### src/rtl/cdp_pkg.sv
package cdp_pkg;

  localparam int MAX_ORDER = 1024;
  localparam int IDX_W     = $clog2(MAX_ORDER);
  localparam int ORD_W     = IDX_W + 1;
  localparam int CFG_W     = 11;
  localparam int VAL_W     = 16;
  localparam int PROD_W    = 2 * VAL_W;
  localparam int SUM_W     = 48;
  localparam int COL_W     = 10;
  localparam int CMD_DEPTH = 4;
  localparam int OUT_DEPTH = 4;

  localparam logic [CFG_W-1:0] SIZE_RESET = CFG_W'(1024);

  localparam logic signed [SUM_W-1:0] SUM_MAX = {1'b0, {(SUM_W-1){1'b1}}};
  localparam logic signed [SUM_W-1:0] SUM_MIN = {1'b1, {(SUM_W-1){1'b0}}};

  typedef struct packed {
    logic signed [VAL_W-1:0] matrix_value;
    logic signed [VAL_W-1:0] vector_value;
  } in_word_t;

  typedef struct packed {
    logic [COL_W-1:0]        column_index;
    logic signed [SUM_W-1:0] dot_value;
    logic                    last_column;
  } res_word_t;

  // classified work for the accumulate side
  typedef struct packed {
    logic [IDX_W-1:0]         col;
    logic signed [PROD_W-1:0] prod;
    logic                     first_row;
    logic                     last_row;
    logic                     last_col;
  } cmd_t;

endpackage

### src/rtl/cdp_front.sv
module cdp_front (
  input  logic              clk,
  input  logic              rst,
  input  logic              cfg_we,
  input  logic [10:0]       cfg_data,
  input  logic              push,
  input  cdp_pkg::in_word_t item,
  input  logic              queue_full,
  output logic              cmd_push,
  output cdp_pkg::cmd_t     cmd
);

  import cdp_pkg::*;

  logic [CFG_W-1:0]         size_in_use;
  logic [IDX_W-1:0]         row_count;
  logic [IDX_W-1:0]         col_count;
  logic [ORD_W-1:0]         order;
  logic [IDX_W-1:0]         col;
  logic                     row_end;
  logic                     col_end;
  logic signed [PROD_W-1:0] prod;
  logic                     accept;

  // order zero acts as one, above the maximum acts as the maximum
  always_comb begin
    if (size_in_use == '0) begin
      order = ORD_W'(1);
    end else if (32'(size_in_use) > 32'(MAX_ORDER)) begin
      order = ORD_W'(MAX_ORDER);
    end else begin
      order = ORD_W'(size_in_use);
    end
  end

  assign col     = (ORD_W'(col_count) >= order) ? IDX_W'(order - ORD_W'(1)) : col_count;
  assign row_end = (ORD_W'(row_count) + ORD_W'(1)) >= order;
  assign col_end = (ORD_W'(col) + ORD_W'(1)) >= order;
  assign prod    = PROD_W'(item.matrix_value) * PROD_W'(item.vector_value);
  assign accept  = push && !queue_full;

  assign cmd_push      = accept;
  assign cmd.col       = col;
  assign cmd.prod      = prod;
  assign cmd.first_row = (row_count == '0);
  assign cmd.last_row  = row_end;
  assign cmd.last_col  = col_end;

  always_ff @(posedge clk) begin
    if (rst) begin
      size_in_use <= SIZE_RESET;
      row_count   <= '0;
      col_count   <= '0;
    end else if (cfg_we) begin
      size_in_use <= cfg_data;
      row_count   <= '0;
      col_count   <= '0;
    end else if (accept) begin
      if (col_end) begin
        col_count <= '0;
        row_count <= row_end ? '0 : row_count + IDX_W'(1);
      end else begin
        col_count <= col + IDX_W'(1);
      end
    end
  end

`ifndef SYNTHESIS
  a_col_in_range: assert property (@(posedge clk) disable iff (rst)
    ORD_W'(col_count) < order)
    else $error("column counter beyond order");
  a_row_in_range: assert property (@(posedge clk) disable iff (rst)
    ORD_W'(row_count) < order)
    else $error("row counter beyond order");
  a_wrap: assert property (@(posedge clk) disable iff (rst)
    (accept && col_end && row_end && !cfg_we) |=> (row_count == '0 && col_count == '0))
    else $error("counters did not wrap at end of matrix");
`endif

endmodule

### config.mk
export PLATFORM = sky130hd
export DESIGN_NAME = cdp_front
export DESIGN_NICKNAME = d
export VERILOG_FILES = /design/src/rtl/cdp_pkg.sv /design/src/rtl/cdp_front.sv
export SDC_FILE = /design/constraint.sdc
export NUM_CORES = 1
export LEC_CHECK = 0
export CAP_MARGIN = 20
export CORE_MARGIN = 8
export CORE_UTILIZATION = 35
export CTS_CLUSTER_DIAMETER = 40
export DETAILED_ROUTE_END_ITERATION = 8
export DONT_BUFFER_PORTS = 1
export PLACE_DENSITY = 0.5
export REMOVE_ABC_BUFFERS = 1
export SLEW_MARGIN = 5
export SYNTH_ARGS = -nofsm -noshare
export SYNTH_HDL_FRONTEND = slang
export SYNTH_SLANG_ARGS = --single-unit
### constraint.sdc
create_clock -name clk -period 8.58 [get_ports clk]
set_clock_uncertainty 0.1 [all_clocks]
set_input_delay 1.716 -clock clk [delete_from_list [all_inputs] [get_ports clk]]
set_output_delay 1.716 -clock clk [all_outputs]
set_load 0.02 [all_outputs]
==> metrics.cfg <==
[outcome]
run_status = complete, but fails checks
violations = negative setup slack

[setup_path]
max_stage_delay_ns = 0.56
arrival_ns = 7.17
path_common_cell = fa_1
cp_max_fo = 16
cp_data_required_time_ns = 6.76
critical_path.cell_chain = and2_4 -> fa_1 -> inv_2 -> fa_1 -> fa_1 -> fa_1 -> inv_2 -> fa_1 -> fa_1 -> ha_4 -> a21o_1 -> a2111o_1 -> a31o_4 -> a21oi_4 -> a211oi_4 -> o21ai_2 -> or4b_4 -> o311ai_4 -> buf_6
worst-setup-path-type = in -> out
critPathLaunchType = primary input
rr_worst_depth = 21
critPathSlowestCell = fa_1
end_kind = output port

[die]
fp.coreArea_um2 = 35400
die_h_um = 205
die_x_um = 205
rows = 69
start_util_pct = 35.4
io_pins = 94
dieArea_um2 = 42100

[route]
drc = 0
dr.first_iter.drc_count = 406
vias_per_cell = 4.73
wl_um = 31800
drt-pass1-iter-count = 5
ant_nets = 0
num_vias = 9337
wire_per_inst_um = 16.1

[sta]
fmax_mhz = 111
worst_slew_pin_slew_ns = 1.01
slew_viol_final = 0
rsz0062_at_grt = yes
min_period_over_period_pct = 105
layout_setup_ws_ns = -0.411
hold_viol = 0
post-route-min-period_ns = 8.99
setup_viol = 16
relSlewSlack_pct = 32.0

[placed_design]
gp_congestion = 0.835
place_inst = 1950
port-buffer-count = 0
dp_hpwl_um = 26900

[clock_network]
root_buffer = clkbuf_16
clkSinkCount = 31
clkSlewWorstSetupHoldPaths_ns = 0.05
cts_buffers = 5
htreeDepth = 2
cts_tree = done
clk_latency_ns = 0.27
ctsLongestPathBuffers = 2

[logic_synthesis]
yosys_warnings = 0
syn_area_per_cell_um2 = 8.74
netlist_instances = 1431
async_flop_share_pct = 0
seq_area_frac_synth_pct = 4.96
synth_edf_count = 0
syn_area_um2 = 12500
synth.distinct_cells = 68
synth_seq_cells = 31
synthFlopType = dfxtp_1

[final_layout]
layout-drive-gt1-share_pct = 12.8
final_common_cell = inv_1
nets = 1938
layout_common_cells = inv_1, fa_1, nand2_1
num-fill-cells = 3671
syn2layout_area_growth_pct = 14.2
final_cells = 1973

[global_routing]
grt_pass1_vias = 10100
grt_util_all_layers_pct = 15.8
grt.overflow.total = 0
grt_pass1_wl_um = 53800
grt_max_degree = 19
antenna_found_initial = 1

[hold_path]
hold-path-cell-count = 2
hold_class = reg -> reg

[job]
max_cap_viol_count = 0

path summary, 6_finish.rpt:
check,from,end,slack (ns)
hold / removal,row_count[3],row_count[3],0.39
hold reg to reg,row_count[3],row_count[3],0.39
setup / recovery,item[23],cmd[26],-0.41
setup reg to reg,size_in_use[3],col_count[5],1.63
logic make-up after synthesis:
kind of cell / count (synthesis) / share of synthesized area [%]
compound gates: 145 / 8.18
xor+xnor: 52 / 3.64
fa+ha+maj: 380 / 53.7
buf+inv: 397 / 12.1
flops: 31 / 4.96
mux: 17 / 1.41
simple gates: 409 / 16.0
registers in the layout (all words and copies together) (netlist names):
name         cells
size_in_use     11
row_count       10
col_count       10
worst max-delay path, delay by kind of cell:
| family | cells | cell delay [ns] |
|---|---|---|
| and+or+nand+nor | 2 | 0.63 |
| adders and majority gates | 7 | 3.22 |
| buffers and inverters | 3 | 0.24 |
| AOI/OAI and AO/OA | 7 | 1.36 |
cells in the mapped netlist (all sizes together) (7+ instances only):
cell    count  area share [%]
inv       349              10
fa        262              42
nand2     168             5.0
ha        118              12
and2      113             5.6
nor2       50             1.5
clkbuf     40             1.2
xnor2      40             2.8
a21oi      31             1.3
dfxtp      31             5.0
o21ai      23            0.92
a21o       20             1.2
nand3      18            0.72
nand2b     17            0.85
mux2i      12            0.96
xor2       12            0.84
and3       10            0.50
buf         8            0.39
nor3        8            0.32
o21a        8            0.48
a211oi      7            0.42
per-layer routing:
metal  vias up  wire length (um)  GRT usage, %
met3        22              1310          1.76
met2       147             15100          26.4
met4         0               642          3.37
met5         -                 0             0
met1      4672             14700          21.7
li1       4496                 -             -
final cells by class:
class | instances | area [um2] | area share, %
Antenna cell | 1 | 2.50 | 0.0175
Clock buffer | 8 | 156 | 1.09
Inverter | 349 | 1310 | 9.19
Multi-Input combinational cell | 1003 | 10700 | 74.8
Sequential cell | 31 | 621 | 4.34
Tap cell | 461 | 577 | 4.03
Timing Repair Buffer | 120 | 935 | 6.54
stage by stage:
step / cell area [um2] / setup WS (ns) / TNS [ns] / util, % / hold slack [ns]
final: 14300 / -0.411 / -3.72 / 40.4 / 0.390
after detailed placement: 13700 / -0.667 / -6.18 / 38.7 / 0.387
after floorplan: 12300 / -0.302 / -1.72 / - / 0.346
after global placement: 13700 / -0.669 / -6.17 / 38.7 / 0.378
after global routing: 14300 / -0.595 / -6.77 / 40.4 / 0.431
after CTS: 14200 / -0.447 / -3.69 / 40.0 / 0.393
what timing repair did:
item	CTS	global route
setup endpoints to repair	16	17
gates resized for setup	49	23
setup buffers	11	5
pin swaps	39	29
hold buffers	0	0
hold endpoints to repair	0	0
Power is left out: the tool's default activity adds up to more than one toggle a clock period on the data nets, which glitch-free logic cannot reach.
