--- src/rtl/cdp_pkg.sv ---
package cdp_pkg;

  localparam int MAX_ORDER = 1024;
  localparam int IDX_W     = $clog2(MAX_ORDER);
  localparam int ORD_W     = IDX_W + 1;
  localparam int CFG_W     = 11;
  localparam int VAL_W     = 16;
  localparam int PROD_W    = 2 * VAL_W;
  localparam int SUM_W     = 48;
  localparam int COL_W     = 10;
  localparam int CMD_DEPTH = 4;
  localparam int OUT_DEPTH = 4;

  localparam logic [CFG_W-1:0] SIZE_RESET = CFG_W'(1024);

  localparam logic signed [SUM_W-1:0] SUM_MAX = {1'b0, {(SUM_W-1){1'b1}}};
  localparam logic signed [SUM_W-1:0] SUM_MIN = {1'b1, {(SUM_W-1){1'b0}}};

  typedef struct packed {
    logic signed [VAL_W-1:0] matrix_value;
    logic signed [VAL_W-1:0] vector_value;
  } in_word_t;

  typedef struct packed {
    logic [COL_W-1:0]        column_index;
    logic signed [SUM_W-1:0] dot_value;
    logic                    last_column;
  } res_word_t;

  // classified work for the accumulate side
  typedef struct packed {
    logic [IDX_W-1:0]         col;
    logic signed [PROD_W-1:0] prod;
    logic                     first_row;
    logic                     last_row;
    logic                     last_col;
  } cmd_t;

endpackage

--- src/rtl/cdp_cmd_queue.sv ---
module cdp_cmd_queue (
  input  logic          clk,
  input  logic          rst,
  input  logic          push,
  input  cdp_pkg::cmd_t cmd_in,
  output logic          full,
  input  logic          pop,
  output logic          empty,
  output cdp_pkg::cmd_t head
);

  import cdp_pkg::*;

  localparam int PTR_W = $clog2(CMD_DEPTH);

  cmd_t             store [CMD_DEPTH];
  logic [PTR_W-1:0] wr_ptr;
  logic [PTR_W-1:0] rd_ptr;
  logic [PTR_W:0]   count;
  logic             do_push;
  logic             do_pop;

  assign full    = (count == (PTR_W+1)'(CMD_DEPTH));
  assign empty   = (count == '0);
  assign do_push = push && !full;
  assign do_pop  = pop && !empty;
  assign head    = store[rd_ptr];

  always_ff @(posedge clk) begin
    if (rst) begin
      wr_ptr <= '0;
      rd_ptr <= '0;
      count  <= '0;
    end else begin
      if (do_push) begin
        wr_ptr <= wr_ptr + PTR_W'(1);
      end
      if (do_pop) begin
        rd_ptr <= rd_ptr + PTR_W'(1);
      end
      if (do_push && !do_pop) begin
        count <= count + (PTR_W+1)'(1);
      end else if (do_pop && !do_push) begin
        count <= count - (PTR_W+1)'(1);
      end
    end
  end

  always_ff @(posedge clk) begin
    if (do_push) begin
      store[wr_ptr] <= cmd_in;
    end
  end

`ifndef SYNTHESIS
  a_count_bound: assert property (@(posedge clk) disable iff (rst)
    count <= (PTR_W+1)'(CMD_DEPTH))
    else $error("command queue overfilled");
  a_push_grows: assert property (@(posedge clk) disable iff (rst)
    (do_push && !do_pop) |=> !empty)
    else $error("command queue lost a word");
  a_pop_shrinks: assert property (@(posedge clk) disable iff (rst)
    (do_pop && !do_push) |=> !full)
    else $error("command queue count stuck after pop");
`endif

endmodule

--- config.mk ---
export PLATFORM = sky130hd
export DESIGN_NAME = cdp_cmd_queue
export DESIGN_NICKNAME = d
export VERILOG_FILES = /design/src/rtl/cdp_pkg.sv /design/src/rtl/cdp_cmd_queue.sv
export SDC_FILE = /design/constraint.sdc
export NUM_CORES = 1
export LEC_CHECK = 0
export CELL_PAD_IN_SITES_DETAIL_PLACEMENT = 1
export CELL_PAD_IN_SITES_GLOBAL_PLACEMENT = 1
export CORE_UTILIZATION = 40
export CTS_BUF_LIST = sky130_fd_sc_hd__clkbuf_16
export DETAILED_ROUTE_END_ITERATION = 12
export DONT_BUFFER_PORTS = 1
export PLACE_DENSITY_LB_ADDON = 0.12
export REMOVE_ABC_BUFFERS = 1
export SYNTH_ARGS = -nofsm -noshare
export SYNTH_HDL_FRONTEND = slang
export SYNTH_SLANG_ARGS = --single-unit
--- constraint.sdc ---
create_clock -name clk -period 2.3 [get_ports clk]
set_clock_uncertainty 0.2 [all_clocks]
set_input_delay 0.23 -clock clk [delete_from_list [all_inputs] [get_ports clk]]
set_output_delay 0.23 -clock clk [all_outputs]
set_load 0.05 [all_outputs]
==> results of run 1 <==
-- cell families after synthesis --
family / after synthesis / share of synthesized area
mux: 47 / 0.148
simple gates: 16 / 0.0129
fa+ha+maj: 6 / 0.0118
xor+xnor: 4 / 0.00500
flops: 189 / 0.797
compound gates: 6 / 0.00589
buf+inv: 15 / 0.0193
-- critical path, delay by kind of cell (launching register included) --
kind,cells,cell delay (ns)
AO/OA/AOI/OAI,2,0.43
XOR/XNOR,1,0.16
adder cells (fa/ha/maj),2,0.62
buffers and inverters,1,0.07
flip-flops,1,0.37
AND/OR/NAND/NOR,1,0.31
-- final timing paths --
check | from | depth (start not counted) | endpoint
min reg2reg | count[2]$_SDFFE_PP0P_ | 2 | count[2]$_SDFFE_PP0P_
max | count[1]$_SDFFE_PP0P_ | 7 | count[2]$_SDFFE_PP0P_
max reg2reg | count[1]$_SDFFE_PP0P_ | 7 | count[2]$_SDFFE_PP0P_
min | cmd_in[14] | 1 | store[1][14]$_DFFE_PP_
-- what timing repair did --
| action | CTS | global route |
|---|---|---|
| endpoints found under the hold margin | 189 | 0 |
| setup buffers | 1 | 0 |
| setup endpoints to repair | 40 | 3 |
| hold buffers | 49 | 0 |
| resized for setup | 3 | 3 |
-- cell type report --
cell class / count / area share
clock buffer: 17 / 0.0494
clock inverter: 15 / 0.0236
inverter: 4 / 0.00174
multi-input combinational: 79 / 0.151
sequential: 189 / 0.650
tap: 225 / 0.0327
timing repair buffer: 69 / 0.0913
-- state kept, by name, summed over array words and instances, names as in the netlist, named ones only --
signal  count
count       3
wr_ptr      2
rd_ptr      2
store     180
-- metrics by stage --
stage	total power, µW	TNS (ns)	setup WS, ns	utilization	instance area (µm²)
floorplan	6850	-113.39	-1.04	-	6890
global placement	7430	0	0.109	0.433	7450
detailed placement	7470	-0.00844	-0.00844	0.433	7450
CTS	10700	0	0.0201	0.500	8600
global route	10900	-0.000305	-0.000305	0.501	8600
finish	10500	0	0.0672	0.501	8600
-- power breakdown --
| group | switching, µW | internal, µW | leakage (µW) | total [µW] |
|---|---|---|---|---|
| clock network | 1300 | 1750 | 0.000305 | 3050 |
| logic | 2200 | 1000 | 0.000725 | 3200 |
| registers | 147 | 4140 | 0.00173 | 4290 |
| total | 3640 | 6900 | 0.00276 | 10500 |
-- cell usage after synthesis, drive strengths merged, types with 4 or more instances --
library cell,count,area (µm²)
dfxtp,9,180
buf,9,111
xor2,4,35.0
and2,4,25.0
mux4,45,1020
edfxtp,180,5410
nor2,6,22.5
inv,4,15.0
ha,5,62.6
-- per-layer routing --
layer,global-route usage,vias up,routed length [µm]
li1,-,1351,-
met3,0.0499,14,621
met5,0,-,0
met2,0.249,65,6500
met4,0.0487,0,161
met1,0.192,1606,5420
==> qor.tcl, run 1 <==
set qor(post_route_cells_drive_above_1_share) 0.287
set qor(post-route-min-period_ns) 2.23
set qor(synth_enable_flop_cells) 180
set qor(design.final.nets) 415
set qor(first_global_vias) 3377
set qor(path_max_fanout) 6
set qor(timing_hold_violations_final) 0
set qor(viasPerCell) 5.08
set qor(holdWs_ns) 0.311
set qor(yosysUniqueCellTypes) 24
set qor(synth_top_flop_cell) {sky130_fd_sc_hd__edfxtp_1}
set qor(cts_num_sinks) 189
set qor(crit_path_max_incr_delay_ns) 0.38
set qor(multi_input_comb_area_um2) 1300
set qor(cell_row_count) 48
set qor(drc_errors) 0
set qor(clock_tree.htree_level_count) 4
set qor(timing.final.crit_share) 0.971
set qor(layout.cells.most_common) {sky130_fd_sc_hd__edfxtp_1}
set qor(outcome) {complete, no violations}
set qor(seq_area_frac_synth) 0.797
set qor(max_slew.worst_pin.slew_ns) 0.424
set qor(clockRootBuffer) {sky130_fd_sc_hd__clkbuf_16}
set qor(finish.cell_count_without_fillers) 598
set qor(floorplan.initialDensity) 0.408
set qor(detail_route.iter0.violations) 145
set qor(unrepaired_setup_endpoints_after_global_routing) {yes}
set qor(worst_hold_path_type) {in -> reg}
set qor(placement.io_buffers) 0
set qor(gr-total-overflow) 0
set qor(wire_per_inst_um) 21.2
set qor(dieWidth_um) 134
set qor(placed_cell_count) 516
set qor(syn-cell-area_um2) 7010
set qor(insertedDiodeCount) 0
set qor(vdd_drop_max_uv) 564
set qor(ys.warnings.count) 0
set qor(number_of_flip_flops_and_latches_in_the_synthesized_netlist) 189
set qor(worst_ep_arrival_time_ns) 2.38
set qor(antenna_found_initial) 0
set qor(max_cap_viol_count) 0
set qor(synthArstFlopShare) 0
set qor(crit_chain) {o31ai_4 > ha_1 > inv_1 > fa_1 > xor2_1 > or3_1 > a21oi_1}
set qor(clockBufferDepth) 2
set qor(cellPowerDensity_nw_per_um2) 1230
set qor(cts-buffers-inserted) 17
set qor(area_growth_from_synthesis_to_layout_pct) 22.8
set qor(critPathLaunchType) {flip-flop}
set qor(grt_max_degree) 25
set qor(endpoint_kind) {flip-flop}
set qor(clkLatencyLatePin_ns) 0.42
set qor(most-common-layout-cells) {sky130_fd_sc_hd__edfxtp_1 (180), sky130_fd_sc_hd__dlygate4sd3_1 (49), sky130_fd_sc_hd__mux4_2 (44)}
set qor(timing.final.setup_violations) 0
set qor(critical_path_required_ns) 2.45
set qor(fill_cells) 1559
set qor(chipHeight_um) 134
set qor(first_pass_iters) 4
set qor(syn_inst) 283
set qor(slowest_stage) {sky130_fd_sc_hd__fa_1}
set qor(path_clk_slew_ns) 0.07
set qor(worst_case_headroom_to_the_max_slew_limit) 0.713
set qor(achievable-frequency_mhz) 448
set qor(grt_pass1_wl_um) 19600
set qor(r2r_slack_ns) 0.07
set qor(global_route.usage.total) 0.152
set qor(core_area_um2) 17200
set qor(crit_type) {reg -> reg}
set qor(postRouteAntennaNets) 0
set qor(sequential_cell_area_um2) 5590
set qor(synthesis.area_per_instance_um2) 24.8
set qor(hpwl_um) 7890
set qor(floorplan.die_area_um2) 18000
set qor(vias) 3036
set qor(cts_tree) {done}
set qor(postRouteWirelength_um) 12700
set qor(place.gp.congestion) 0.691
set qor(leakage_uw) 0.00276
set qor(pin_count) 96
set qor(drv_slew) 0
No activity file was read; power rests on OpenSTA's default activity.
==> inputs of run 2 (changes only) <==
- clock period: 2.3 -> 2.4 ns (I/O delays scaled with it)
==> run 2 against run 1 <==
Net effect:
- via count decreased by 0.66%
- clock power about the same
- cell count decreased by 1.0%
- non-clock buffer count decreased by 4
- sequential share of layout area increased by 0.45 points
- worst hold slack improved by 0.0095 ns
- critical path depth decreased by 5
- critical path type is now reg -> out
- critical endpoint is now head[31]
- largest cell class unchanged
- highest routed layer unchanged
==> qor.tcl, run 2 (synthesized netlist as in run 1, its figures left out) <==
set qor(outcome) {complete, no violations}
set qor(largest_register_ffs) 180 ;# unchanged
set qor(p_sw_uw) 3370 ;# -7.4%
set qor(power.clock.fraction) 0.301 ;# +0.012
set qor(most-common-layout-cells) {sky130_fd_sc_hd__edfxtp_1 (180), sky130_fd_sc_hd__dlygate4sd3_1 (49), sky130_fd_sc_hd__mux4_2 (44)}
set qor(clockRootBuffer) {sky130_fd_sc_hd__clkbuf_16}
set qor(post-route-min-period_ns) 2.27
set qor(timing_hold_violations_final) 0 ;# unchanged
set qor(timing.final.setup_violations) 0 ;# unchanged
set qor(cellPowerDensity_nw_per_um2) 1190 ;# -2.9%
set qor(drv_slew) 0 ;# unchanged
set qor(unrepaired_setup_endpoints_after_global_routing) {no}
set qor(placement.io_buffers) 0 ;# unchanged
set qor(antenna_found_initial) 0 ;# unchanged
set qor(postCtsSetupBuffers) 0 ;# -1
set qor(clock_tree.htree_level_count) 4 ;# unchanged
set qor(cts_tree) {done}
set qor(timing.final.crit_share) 0.946
set qor(achievable-frequency_mhz) 440
set qor(clockBufferDepth) 2 ;# unchanged
set qor(floorplan.die_area_um2) 18000 ;# unchanged
set qor(grt_pass1_wl_um) 19400 ;# -1.2%
set qor(floorplan.initialDensity) 0.408 ;# unchanged
set qor(postRouteWirelength_um) 12700 ;# +0.17%
set qor(pwr-share-seq) 0.406 ;# about the same
set qor(detail_route.iter0.violations) 166 ;# +14%
set qor(largestRegisters) {store: 180 flops, count: 3 flops}
set qor(first_global_vias) 3422 ;# +1.3%
set qor(crit_type) {reg -> out}
set qor(layout.cells.most_common) {sky130_fd_sc_hd__edfxtp_1}
set qor(vdd_drop_max_uv) 647 ;# +15%
set qor(hpwl_um) 7680 ;# -2.7%
set qor(hp-start) {cmd_in[14]}
set qor(first_pass_iters) 4 ;# unchanged
set qor(reg2reg_to) {count[2]$_SDFFE_PP0P_}
set qor(endpoint_kind) {output pin}
set qor(clkLatencyLatePin_ns) 0.42 ;# about the same
set qor(drc_errors) 0 ;# unchanged
set qor(worst_hold_path_type) {in -> reg}
set qor(worst_r2r_path_depth) 8 ;# +1
set qor(cts-buffers-inserted) 17 ;# unchanged
set qor(regToRegStartpoint) {count[2]$_SDFFE_PP0P_}
set qor(worst_case_headroom_to_the_max_slew_limit) 0.655 ;# -0.0584
set qor(power.share.switching) 0.332 ;# -0.0139
set qor(critical_path_required_ns) 1.96 ;# -0.49 ns
set qor(grt_max_degree) 46 ;# +84%
set qor(path_clk_slew_ns) 0.06 ;# about the same
set qor(place.gp.congestion) 0.667 ;# -3.5%
set qor(wire_per_inst_um) 21.5 ;# +1.2%
set qor(insertedDiodeCount) 0 ;# unchanged
set qor(design.final.nets) 411 ;# -0.96%
set qor(dieWidth_um) 134 ;# unchanged
set qor(design_power_total_uw) 10200 ;# -3.6%
set qor(global_route.usage.total) 0.152 ;# about the same
set qor(chipHeight_um) 134 ;# unchanged
set qor(timing.setup.tns_ns) 0 ;# unchanged
set qor(power.share.combinational) 0.293 ;# -0.010
set qor(area_growth_from_synthesis_to_layout_pct) 21.9
set qor(pin_count) 96 ;# unchanged
set qor(r2r_slack_ns) 0.19 ;# +0.12 ns
set qor(vias) 3016 ;# -0.66%
set qor(worstSetupEndpoint) {head[31]}
set qor(postRouteAntennaNets) 0 ;# unchanged
set qor(core_area_um2) 17200 ;# unchanged
set qor(worst_ep_arrival_time_ns) 1.83 ;# -0.55 ns
set qor(cts_num_sinks) 189 ;# unchanged
set qor(max_flop_register) {store}
set qor(post_route_cells_drive_above_1_share) 0.270 ;# -0.0171
set qor(internal-power_uw) 6790 ;# -1.5%
set qor(cell_row_count) 48 ;# unchanged
set qor(critPathLaunchType) {flip-flop}
set qor(path_max_fanout) 9 ;# +3
set qor(max_cap_viol_count) 0 ;# unchanged
set qor(viasPerCell) 5.09 ;# +0.35%
set qor(gr-total-overflow) 0 ;# unchanged
set qor(max_slew.worst_pin.slew_ns) 0.520 ;# +0.0952 ns
set qor(leakage_uw) 0.00273 ;# -1.1%
run 2: cell count changes in the layout (fill, tap and decap cells not counted), sizes merged:
cell    before  now
bufinv       3    6
inv         10    5
buf         20   16
run 2: final cells by class:
class	instances	area, µm²
timing repair buffer	65	702
clock buffer	17	425
tap	225	282
clock inverter	13	221
sequential	189	5590
fill	1541	8630
inverter	4	15.0
multi-input combinational	79	1310
run 2: power groups by stage:
stage | sequential [µW] | combinational (µW) | clock, µW
after floorplan | 4300 | 2260 | 0
after global placement | 4170 | 2910 | 0
after detailed placement | 4200 | 2920 | 0
after CTS | 4120 | 3030 | 3130
after global routing | 4160 | 3130 | 3240
final | 4130 | 2980 | 3060
run 2: through the flow:
| step | area (µm²) | cells | utilization | hold slack (ns) | setup WS (ns) |
|---|---|---|---|---|---|
| 6_report | 8540 | 592 | 0.497 | 0.320 | 0.129 |
| 5_1_grt | 8540 | 592 | 0.497 | 0.313 | 0.0337 |
| 4_1_cts | 8520 | 592 | 0.496 | 0.302 | 0.0323 |
| 3_5_place_dp | 7390 | 513 | 0.430 | 0.116 | 0.112 |
| 3_3_place_gp | 7390 | 513 | 0.430 | 0.111 | 0.208 |
| 2_1_floorplan | 6890 | 272 | - | 0.109 | -0.950 |
run 2: metal layers:
layer,wire length (µm),up-vias,global-route usage
met2,6640,70,0.260
met3,549,21,0.0389
li1,-,1336,-
met5,0,-,0
met4,211,0,0.0637
met1,5330,1589,0.184
run 2: timing repair:
item,in CTS,in global routing
resized for setup,0,6
hold endpoints to repair,189,0
setup endpoints to repair,0,11
hold buffers,49,0
run 2: worst min-delay path by stage:
stage	depth (start not counted)	endpoint	slack, ns
final	1	store[3][14]$_DFFE_PP_	0.32
after detailed placement	1	count[0]$_SDFFE_PP0P_	0.12
after CTS	1	store[0][18]$_DFFE_PP_	0.30
after global routing	1	store[3][14]$_DFFE_PP_	0.31
after global placement	1	count[2]$_SDFFE_PP0P_	0.11
after floorplan	1	count[2]$_SDFFE_PP0P_	0.11
run 2: critical path, cell delays in order, from the launching register on:
cell                      delay (ns)
sky130_fd_sc_hd__dfxtp_4        0.47
sky130_fd_sc_hd__buf_4          0.24
sky130_fd_sc_hd__mux4_2         0.70
